[config.mk]
export PLATFORM = sky130hd
export DESIGN_NAME = least_used_slot_allocator
export DESIGN_NICKNAME = d
export VERILOG_FILES = /design/src/sv/lusa_pkg.sv /design/src/sv/lusa_cell.sv /design/src/sv/least_used_slot_allocator.sv
export SDC_FILE = /design/constraint.sdc
export NUM_CORES = 1
export LEC_CHECK = 0
export ABC_AREA = 1
export BUFFER_PORTS_ARGS = -buffer_cell sky130_fd_sc_hd__buf_2
export CAP_MARGIN = 20
export CORE_UTILIZATION = 60
export CTS_CLUSTER_SIZE = 14
export DETAILED_ROUTE_END_ITERATION = 7
export PLACE_DENSITY = 0.87
export REMOVE_ABC_BUFFERS = 1
export SKIP_LAST_GASP = 1
export SYNTH_ARGS = -nofsm -noshare
export SYNTH_HDL_FRONTEND = slang
export SYNTH_SLANG_ARGS = --single-unit
[constraint.sdc]
create_clock -name clk -period 3.75 [get_ports clk]
set_input_delay 0.5625 -clock clk [delete_from_list [all_inputs] [get_ports clk]]
set_output_delay 0.5625 -clock clk [all_outputs]
set_load 0.03 [all_outputs]
[src/sv/lusa_pkg.sv]
package lusa_pkg;

  localparam int SLOT_BITS      = 5;
  localparam int DEF_SLOTS      = 17;
  localparam int DEF_COUNT_BITS = 8;

  localparam logic ACT_ACQUIRE = 1'b0;
  localparam logic ACT_RELEASE = 1'b1;

  // update order broadcast to every cell, applied at the next edge
  typedef struct packed {
    logic                 inc;
    logic                 dec;
    logic [SLOT_BITS-1:0] slot;
  } cmd_t;

  typedef struct packed {
    logic [7:0] red;
    logic [7:0] green;
    logic [7:0] blue;
  } color_t;

  localparam logic [SLOT_BITS-1:0] SLOT_0  = 5'd0;
  localparam logic [SLOT_BITS-1:0] SLOT_1  = 5'd1;
  localparam logic [SLOT_BITS-1:0] SLOT_2  = 5'd2;
  localparam logic [SLOT_BITS-1:0] SLOT_3  = 5'd3;
  localparam logic [SLOT_BITS-1:0] SLOT_4  = 5'd4;
  localparam logic [SLOT_BITS-1:0] SLOT_5  = 5'd5;
  localparam logic [SLOT_BITS-1:0] SLOT_6  = 5'd6;
  localparam logic [SLOT_BITS-1:0] SLOT_7  = 5'd7;
  localparam logic [SLOT_BITS-1:0] SLOT_8  = 5'd8;
  localparam logic [SLOT_BITS-1:0] SLOT_9  = 5'd9;
  localparam logic [SLOT_BITS-1:0] SLOT_10 = 5'd10;
  localparam logic [SLOT_BITS-1:0] SLOT_11 = 5'd11;
  localparam logic [SLOT_BITS-1:0] SLOT_12 = 5'd12;
  localparam logic [SLOT_BITS-1:0] SLOT_13 = 5'd13;
  localparam logic [SLOT_BITS-1:0] SLOT_14 = 5'd14;
  localparam logic [SLOT_BITS-1:0] SLOT_15 = 5'd15;
  localparam logic [SLOT_BITS-1:0] SLOT_16 = 5'd16;

  // color rom, slots above the table are black
  function automatic color_t slot_color(input logic [SLOT_BITS-1:0] idx);
    color_t c;
    unique case (idx)
      SLOT_0:  c = '{8'd0,   8'd0,   8'd64};
      SLOT_1:  c = '{8'd64,  8'd0,   8'd0};
      SLOT_2:  c = '{8'd0,   8'd64,  8'd0};
      SLOT_3:  c = '{8'd32,  8'd0,   8'd32};
      SLOT_4:  c = '{8'd12,  8'd23,  8'd29};
      SLOT_5:  c = '{8'd0,   8'd86,  8'd0};
      SLOT_6:  c = '{8'd105, 8'd0,   8'd98};
      SLOT_7:  c = '{8'd0,   8'd114, 8'd0};
      SLOT_8:  c = '{8'd97,  8'd0,   8'd116};
      SLOT_9:  c = '{8'd0,   8'd105, 8'd0};
      SLOT_10: c = '{8'd111, 8'd0,   8'd110};
      SLOT_11: c = '{8'd0,   8'd32,  8'd0};
      SLOT_12: c = '{8'd84,  8'd0,   8'd105};
      SLOT_13: c = '{8'd0,   8'd109, 8'd0};
      SLOT_14: c = '{8'd101, 8'd0,   8'd111};
      SLOT_15: c = '{8'd0,   8'd117, 8'd0};
      SLOT_16: c = '{8'd116, 8'd0,   8'd0};
      default: c = '{8'd0,   8'd0,   8'd0};
    endcase
    return c;
  endfunction

endpackage

[src/sv/lusa_cell.sv]
module lusa_cell #(
  parameter int COUNT_BITS = lusa_pkg::DEF_COUNT_BITS,
  parameter int CELL_ID    = 0
) (
  input  logic                           clk,
  input  logic                           rst,
  input  lusa_pkg::cmd_t                 cmd,
  input  logic                           tok_in_vld,
  input  logic [lusa_pkg::SLOT_BITS-1:0] tok_in_idx,
  input  logic [COUNT_BITS-1:0]          tok_in_cnt,
  output logic                           tok_out_vld,
  output logic [lusa_pkg::SLOT_BITS-1:0] tok_out_idx,
  output logic [COUNT_BITS-1:0]          tok_out_cnt
);

  localparam logic [lusa_pkg::SLOT_BITS-1:0] ID = lusa_pkg::SLOT_BITS'(CELL_ID);
  localparam logic [COUNT_BITS-1:0] CNT_MAX = {COUNT_BITS{1'b1}};
  localparam logic [COUNT_BITS-1:0] CNT_ONE = COUNT_BITS'(1);

  logic [COUNT_BITS-1:0] count;

  always_ff @(posedge clk) begin
    if (rst) begin
      count       <= '0;
      tok_out_vld <= 1'b0;
    end else begin
      if (cmd.slot == ID) begin
        if (cmd.inc && count != CNT_MAX) begin
          count <= count + CNT_ONE;
        end else if (cmd.dec && count != '0) begin
          count <= count - CNT_ONE;
        end
      end
      tok_out_vld <= tok_in_vld;
    end
  end

  // strictly smaller wins, so ties keep the lower slot
  always_ff @(posedge clk) begin
    if (count < tok_in_cnt) begin
      tok_out_idx <= ID;
      tok_out_cnt <= count;
    end else begin
      tok_out_idx <= tok_in_idx;
      tok_out_cnt <= tok_in_cnt;
    end
  end

endmodule

[src/sv/least_used_slot_allocator.sv]
// Reference-count slot allocator. Each slot keeps a saturating use count in a
// cell of a chain; an acquire item sends a minimum-search token down the chain,
// one cell per cycle, and grants the lowest slot with the smallest count,
// returning its index and fixed color. An acquire's token travels the chain,
// the winner is captured, and the grant waits for the output register to
// free; the next item is taken only after the grant. A release item lowers
// the named count by one (never below zero) and gives no result; release of
// a slot number of SLOTS or more is ignored. Counts clear at reset.
module least_used_slot_allocator #(
  parameter int SLOTS      = lusa_pkg::DEF_SLOTS,
  parameter int COUNT_BITS = lusa_pkg::DEF_COUNT_BITS
) (
  input  logic                           clk,
  input  logic                           rst,
  input  logic                           in_valid,
  output logic                           in_stall,
  input  logic                           action,
  input  logic [lusa_pkg::SLOT_BITS-1:0] release_slot,
  output logic                           out_valid,
  input  logic                           out_stall,
  output logic [lusa_pkg::SLOT_BITS-1:0] slot_index,
  output logic [7:0]                     red,
  output logic [7:0]                     green,
  output logic [7:0]                     blue
);

  typedef enum logic [1:0] {IDLE, SCAN, GRANT} state_t;

  state_t                           state;
  lusa_pkg::cmd_t                   cmd;
  logic                             inject;
  logic [lusa_pkg::SLOT_BITS-1:0]   best_idx;
  lusa_pkg::color_t                 color;

  logic                             tv [0:SLOTS];
  logic [lusa_pkg::SLOT_BITS-1:0]   ti [0:SLOTS];
  logic [COUNT_BITS-1:0]            tc [0:SLOTS];

  logic in_acc;
  logic out_free;

  assign in_stall = (state != IDLE);
  assign in_acc   = in_valid && !in_stall;
  assign out_free = !out_valid || !out_stall;
  assign color    = lusa_pkg::slot_color(best_idx);

  // token starts as slot 0 at the largest count
  assign tv[0] = inject;
  assign ti[0] = '0;
  assign tc[0] = {COUNT_BITS{1'b1}};

  for (genvar k = 0; k < SLOTS; k++) begin : g_cell
    lusa_cell #(
      .COUNT_BITS(COUNT_BITS),
      .CELL_ID   (k)
    ) u_cell (
      .clk        (clk),
      .rst        (rst),
      .cmd        (cmd),
      .tok_in_vld (tv[k]),
      .tok_in_idx (ti[k]),
      .tok_in_cnt (tc[k]),
      .tok_out_vld(tv[k+1]),
      .tok_out_idx(ti[k+1]),
      .tok_out_cnt(tc[k+1])
    );
  end

  always_ff @(posedge clk) begin
    if (rst) begin
      state     <= IDLE;
      inject    <= 1'b0;
      cmd       <= '0;
      out_valid <= 1'b0;
    end else begin
      inject <= 1'b0;
      cmd    <= '0;
      if (out_valid && !out_stall) begin
        out_valid <= 1'b0;
      end
      unique case (state)
        IDLE: begin
          if (in_acc) begin
            if (action == lusa_pkg::ACT_RELEASE) begin
              cmd.dec  <= 1'b1;
              cmd.slot <= release_slot;
            end else begin
              inject <= 1'b1;
              state  <= SCAN;
            end
          end
        end
        SCAN: begin
          if (tv[SLOTS]) begin
            best_idx <= ti[SLOTS];
            state    <= GRANT;
          end
        end
        GRANT: begin
          if (out_free) begin
            out_valid  <= 1'b1;
            slot_index <= best_idx;
            red        <= color.red;
            green      <= color.green;
            blue       <= color.blue;
            cmd.inc    <= 1'b1;
            cmd.slot   <= best_idx;
            state      <= IDLE;
          end
        end
        default: state <= IDLE;
      endcase
    end
  end

endmodule

==> results of run 1 <==
-- layout make-up --
type                       count  area share, %
clock inverter                16          0.657
clock buffer                  56           4.88
sequential                   377           33.8
tap                          455           2.45
timing repair buffer          44           1.08
inverter                     381           6.15
multi-input combinational   2123           51.0
-- sequential cells by signal, indices dropped and copies added, names as in the netlist, 2 cells and up --
name and flops:
best_idx 5, blue 7, cmd 7, g_cell.u_cell.count 136
g_cell.u_cell.tok_out_cnt 128, g_cell.u_cell.tok_out_idx 54, g_cell.u_cell.tok_out_vld 17, green 7
red 7, slot_index 5, state 2
-- worst max-delay path, stage by stage (launching register included) --
cell,delay (ns)
dfxtp_2,0.80
buf_4,0.31
nand2_1,0.26
ha_1,0.43
or2_2,0.32
nand2_1,0.14
nor2_1,0.05
nor2_1,0.08
nand3_1,0.07
nand2_1,0.06
nand2_1,0.05
a21oi_1,0.17
-- power groups by stage --
stage / combinational, uW / sequential [uW] / clock (uW)
after floorplan: 71.1 / 4190 / 0
after global placement: 117 / 4190 / 0
after detailed placement: 122 / 4190 / 0
after CTS: 123 / 4100 / 3940
after global routing: 136 / 4100 / 4100
final: 125 / 4100 / 3910
-- per-layer routing --
metal | share of wire, % | routed length [um] | up-vias
met5 | 0 | 0 | -
met4 | 3.1 | 1540 | 0
met3 | 5.2 | 2590 | 140
met2 | 49 | 24500 | 587
met1 | 43 | 21400 | 8651
li1 | - | - | 9455
-- metrics by stage --
stage,utilization [%],std cells,hold slack (ns)
finish,66.8,3452,0.184
global route,66.8,3452,0.185
CTS,66.8,3452,0.170
detailed placement,63.1,3380,0.389
global placement,63.1,3380,0.389
floorplan,-,2881,0.377
-- Yosys cell counts, types with 2 or more instances --
cell and count:
o21ai_1 14, o211ai_1 3, edfxtp_1 31, or2_2 33, o21a_1 2, ha_1 219
nand4_1 36, buf_1 4, dfxtp_1 346, nand2_1 748, nor2_2 3, clkbuf_1 22
a22oi_1 5, xor2_1 63, nor4_1 2, inv_1 366, nand3b_1 3, inv_2 15
a21oi_1 144, a211oi_4 2, nand2_2 22, nand2_4 2, nor2_1 395, buf_2 17
buf_4 9, o21ai_2 4, nand4_2 4, a21boi_2 2, nor3_1 10, nand3_1 132
o21bai_1 9, o21ai_0 190, xnor2_1 23, a21boi_4 5, a21o_1 8, a211oi_1 12
buf_6 3, a211oi_2 2, fa_1 17
-- logic make-up after synthesis --
kind of cell	share of synthesized area [%]
AND/OR/NAND/NOR	26.7
buffers and inverters	8.01
AO/OA/AOI/OAI	10.7
flip-flops	36.7
adder cells (fa/ha/maj)	14.4
XOR/XNOR	3.52
other	0.0175
-- worst min path at each step --
stage                                           end  slack, ns  cells past startpoint
finish                                       inject       0.18                      2
global route                                 inject       0.18                      2
CTS                                          inject       0.17                      2
detailed placement                      best_idx[1]       0.39                      0
global placement                        best_idx[4]       0.39                      0
floorplan           g_cell[0].u_cell.tok_out_cnt[6]       0.38                      0
==> results.cfg, run 1 <==
[worst_setup_path]
rr_startpoint = cmd[6]
ff2ff_path_depth = 11
endpoint_kind = flip-flop
crit_type = flip-flop to flip-flop
reg2reg_to = g_cell[16].u_cell.count[7]
arrival_ns = 3.33
critPathCapture = g_cell[16].u_cell.count[7]
critical_path.startpoint_type = flip-flop
crit_start = cmd[6]
worst-endpoint-required_ns = 4.22
crit_fanout = 22
reg2reg_setup_slack_ns = 0.89

[detailed_routing]
vias = 18800
routed_wl_um = 49900
wl_per_cell_um = 14.5
vias_per_cell = 5.46
ant_nets = 0
first_iter_violations = 1315
drc = 0
firstDrtPassIters = 5

[yosys]
synth_area_um2 = 21400
yosys-top-cells-area = dfxtp_1, nand2_1, ha_1
synth_flop_cell = dfxtp_1
yosysTopAreaCell = dfxtp_1
synth_top_area_share_pct = 32.4
syn_avg_cell_area_um2 = 7.30
netlist_instances = 2934
synth_edf_count = 31
ys_seq_elements = 377
yosysSeqAreaShare_pct = 36.7
synthDistinctLibCells = 46
synth_async_sr_flop_share_pct = 0
ys_warn_count = 0

[floorplanning]
rows = 68
fp.dieW_um = 191
core_um2 = 34800
pin_count = 41
die_area_um2 = 36400
die_height_um = 191
start_util_pct = 61.5

[clock_network]
clock-sinks = 377
cts_max_level = 2
cts_resized = 0
cts_root_buffer = clkbuf_16
cts_hold_buf = 0
post_cts_buffers = 0
cts.path.max_buffers = 3
cts.clk_slew.worst_paths_ns = 0.07
cts_tree = done
numCtsBuffers = 40
clk_latency_ns = 0.56

[place]
port_buffers = 37
gp_congestion = 0.886
dp_hpwl_um = 35500
post_dp_cell_area_um2 = 22000
place_ws_ns = 1.04

[final_layout]
final_area_um2 = 23200
areaGrowthSynthToFinish_pct = 8.57
layout_commonest_cell = nand2_1
multi_input_area_um2 = 11800
regArea_um2 = 7860
fill_cells = 2704
finalNetCount = 3213
diodes = 0
final_cell_mix = nand2_1, nor2_1, inv_1
drive_above_1_share_pct = 6.77

[global_routing]
antenna_found_initial = 0
grtUsageMet3_pct = 3.55
grt_pass1_wl_um = 83800
grt-ovfl-total = 0
grt_max_degree = 64
globalRouteTotalUtil_pct = 27.7
top_usage_layer = met2
use_met1_pct = 33.7
grt_pass1_vias = 18200
use_met2_pct = 49.7

[sta]
hold_viol_final = 0
slew_viol_final = 0
worst_pin_slew_ns = 0.919
max_freq_mhz = 350
finalSetupViolCount = 0
finalSetupTns_ns = 0
rsz0062_at_grt = no
min_period_ns = 2.86
period_share_pct = 76.2
clock_skew_ns = 0.0203
setup_slack_ns = 0.893
slew_headroom_pct = 38.8

[worst_hold_path]
hold_start = action
hp-class = primary input to flip-flop

[power]
share_comb_of_total_power_pct = 1.5
power_leakage_uw = 0.0103
ir_drop_mv = 0.347
p_int_uw = 6330
swShare_pct = 22.2
pwr-share-clk_pct = 48.0
sequentialPowerShare_pct = 50.4
powerDensity_nw_per_um2 = 350
totalPowerFinal_uw = 8140
p_switching_uw = 1800

[job]
drv_cap = 0

[outcome]
status = completed
No activity file was read; power rests on OpenSTA's default activity.
==> inputs of run 2 (changes only) <==
- clock period: 3.75 -> 2.9 ns (I/O delays scaled with it)
==> run 2 against run 1 <==
Net effect: highest routed layer unchanged; non-clock buffer count increased by 4; routed wire length is 0.40% higher; combinational power grew 34%; worst hold slack worse by 0.11 ns; count of clock-buffer cells in the layout shrank 7; register-to-register slack got worse by 0.51 ns; largest cell class unchanged; die area unchanged; maximum frequency up 14%; critical path depth unchanged; critical path type unchanged.
==> results.cfg, run 2 (synthesis gave the netlist of run 1 again) <==
[final_layout]
diodes = 0
layout_commonest_cell = nand2_1
largest_registers = g_cell.u_cell.count: 136 flops, g_cell.u_cell.tok_out_cnt: 128 flops, g_cell.u_cell.tok_out_idx: 54 flops
largest_register_ffs = 136
areaGrowthSynthToFinish_pct = 8.84
regMostFlops = g_cell.u_cell.count
final_cell_mix = nand2_1, nor2_1, inv_1
finalNetCount = 3216
drive_above_1_share_pct = 7.13
fill_cells = 2717

[detailed_routing]
vias_per_cell = 5.50
routed_wl_um = 50100
wl_per_cell_um = 14.5
drc = 0
first_iter_violations = 1412
firstDrtPassIters = 7
ant_nets = 0
vias = 19000

[sta]
period_share_pct = 86.7
slew_viol_final = 0
setup_slack_ns = 0.386
rsz0062_at_grt = no
finalSetupViolCount = 0
hold_viol_final = 0
slew_headroom_pct = 55.8
max_freq_mhz = 398
worst_pin_slew_ns = 0.663
clock_skew_ns = 0.0230
finalSetupTns_ns = 0
min_period_ns = 2.51

[worst_setup_path]
rr_startpoint = cmd[6]
reg2reg_setup_slack_ns = 0.39
worst-endpoint-required_ns = 3.36
endpoint_kind = flip-flop
crit_fanout = 27
reg2reg_to = g_cell[10].u_cell.count[7]
arrival_ns = 2.97
crit_type = flip-flop to flip-flop
ff2ff_path_depth = 11
critical_path.startpoint_type = flip-flop

[job]
drv_cap = 0

[clock_network]
clk_latency_ns = 0.54
post_cts_buffers = 0
cts_tree = done
numCtsBuffers = 39
cts_max_level = 2
cts.clk_slew.worst_paths_ns = 0.06
clock-sinks = 377
cts.path.max_buffers = 3
cts_resized = 0
cts_root_buffer = clkbuf_16
cts_hold_buf = 0

[floorplanning]
die_height_um = 191
start_util_pct = 61.5
fp.dieW_um = 191
pin_count = 41
die_area_um2 = 36400
rows = 68
core_um2 = 34800

[power]
sequentialPowerShare_pct = 50.2
power_leakage_uw = 0.0104
swShare_pct = 21.2
share_comb_of_total_power_pct = 1.6
p_int_uw = 8320
ir_drop_mv = 0.445
powerDensity_nw_per_um2 = 454
p_switching_uw = 2240
pwr-share-clk_pct = 48.2

[worst_hold_path]
hp-class = primary input to flip-flop
holdPathEnd = inject
holdPathStages = 2
hold_start = action

[place]
port_buffers = 37
dp_hpwl_um = 36100
place_ws_ns = 0.457
gp_congestion = 0.921

[global_routing]
grt_max_degree = 61
grt_pass1_vias = 18700
globalRouteTotalUtil_pct = 28.0
grt_pass1_wl_um = 84900
grt-ovfl-total = 0
antenna_found_initial = 0

[outcome]
status = completed
==> run 2: changes by cell type in the layout (fill, tap and decap cells not counted) <==
| cell | change |
|---|---|
| inv_4 | -1 |
| clkbuf_1 | -8 |
| clkinv_2 | +7 |
| inv_6 | +2 |
| clkbuf_16 | -1 |
| buf_4 | +4 |
| clkinv_8 | -1 |
| clkbuf_8 | +2 |
| bufinv_16 | +2 |
| inv_16 | -1 |
| clkinvlp_4 | -2 |
==> run 2: stage by stage <==
step	cell area (um^2)	total power, uW	utilization [%]	hold WS [ns]	std cells
3_3_place_gp	22000	5570	63.2	0.389	3384
3_5_place_dp	22000	5580	63.2	0.389	3384
5_1_grt	23300	10900	67.0	0.0699	3455
2_1_floorplan	21100	5500	-	0.377	2881
6_report	23300	10600	67.0	0.0745	3455
4_1_cts	23300	10600	67.0	0.0644	3455
==> run 2: area by class of cell <==
| type | instances | area [um^2] | area share, % |
|---|---|---|---|
| well taps | 455 | 569 | 2.44 |
| repair buffers | 48 | 280 | 1.20 |
| clock inverters | 22 | 208 | 0.891 |
| multi-input cells | 2123 | 11800 | 50.8 |
| clock buffers | 49 | 1110 | 4.75 |
| inverters | 381 | 1430 | 6.14 |
| flip-flops and latches | 377 | 7860 | 33.7 |
==> run 2: worst max-delay path by stage <==
stage | to | cells past startpoint | startpoint | slack (ns)
2_1_floorplan | blue[0] | 3 | out_valid | 0.05
4_1_cts | g_cell[10].u_cell.count[7] | 11 | cmd[6] | 0.43
3_5_place_dp | g_cell[10].u_cell.count[7] | 11 | cmd[6] | 0.46
3_3_place_gp | g_cell[10].u_cell.count[5] | 9 | cmd[6] | 0.57
5_1_grt | g_cell[10].u_cell.count[7] | 13 | g_cell[10].u_cell.count[4] | 0.23
6_report | g_cell[10].u_cell.count[7] | 11 | cmd[6] | 0.39
==> run 2: power by group through the flow <==
stage / clock (uW) / sequential, uW / combinational, uW
5_1_grt: 5390 / 5300 / 184
3_5_place_dp: 0 / 5420 / 163
4_1_cts: 5160 / 5300 / 166
6_report: 5100 / 5300 / 168
2_1_floorplan: 0 / 5410 / 92.0
3_3_place_gp: 0 / 5410 / 159
==> run 2: routing by layer <==
| metal | GRT usage (%) | vias to the layer above | wire length (um) |
|---|---|---|---|
| met1 | 33.5 | 8782 | 20600 |
| met4 | 11.4 | 0 | 1770 |
| met3 | 3.96 | 154 | 2850 |
| met5 | 0 | - | 0 |
| met2 | 50.1 | 594 | 24900 |
| li1 | - | 9463 | - |
==> run 2: worst max-delay path, cell delays in order, from the launching register on <==
cell and delay [ns]:
dfxtp_2 0.42, buf_12 0.25, nand2_1 0.33, ha_1 0.44, or2_2 0.30, nand2_1 0.14
nor2_1 0.07, nor2_1 0.13, nand3_1 0.09, nand2_1 0.07, nand2_1 0.05, a21oi_1 0.14
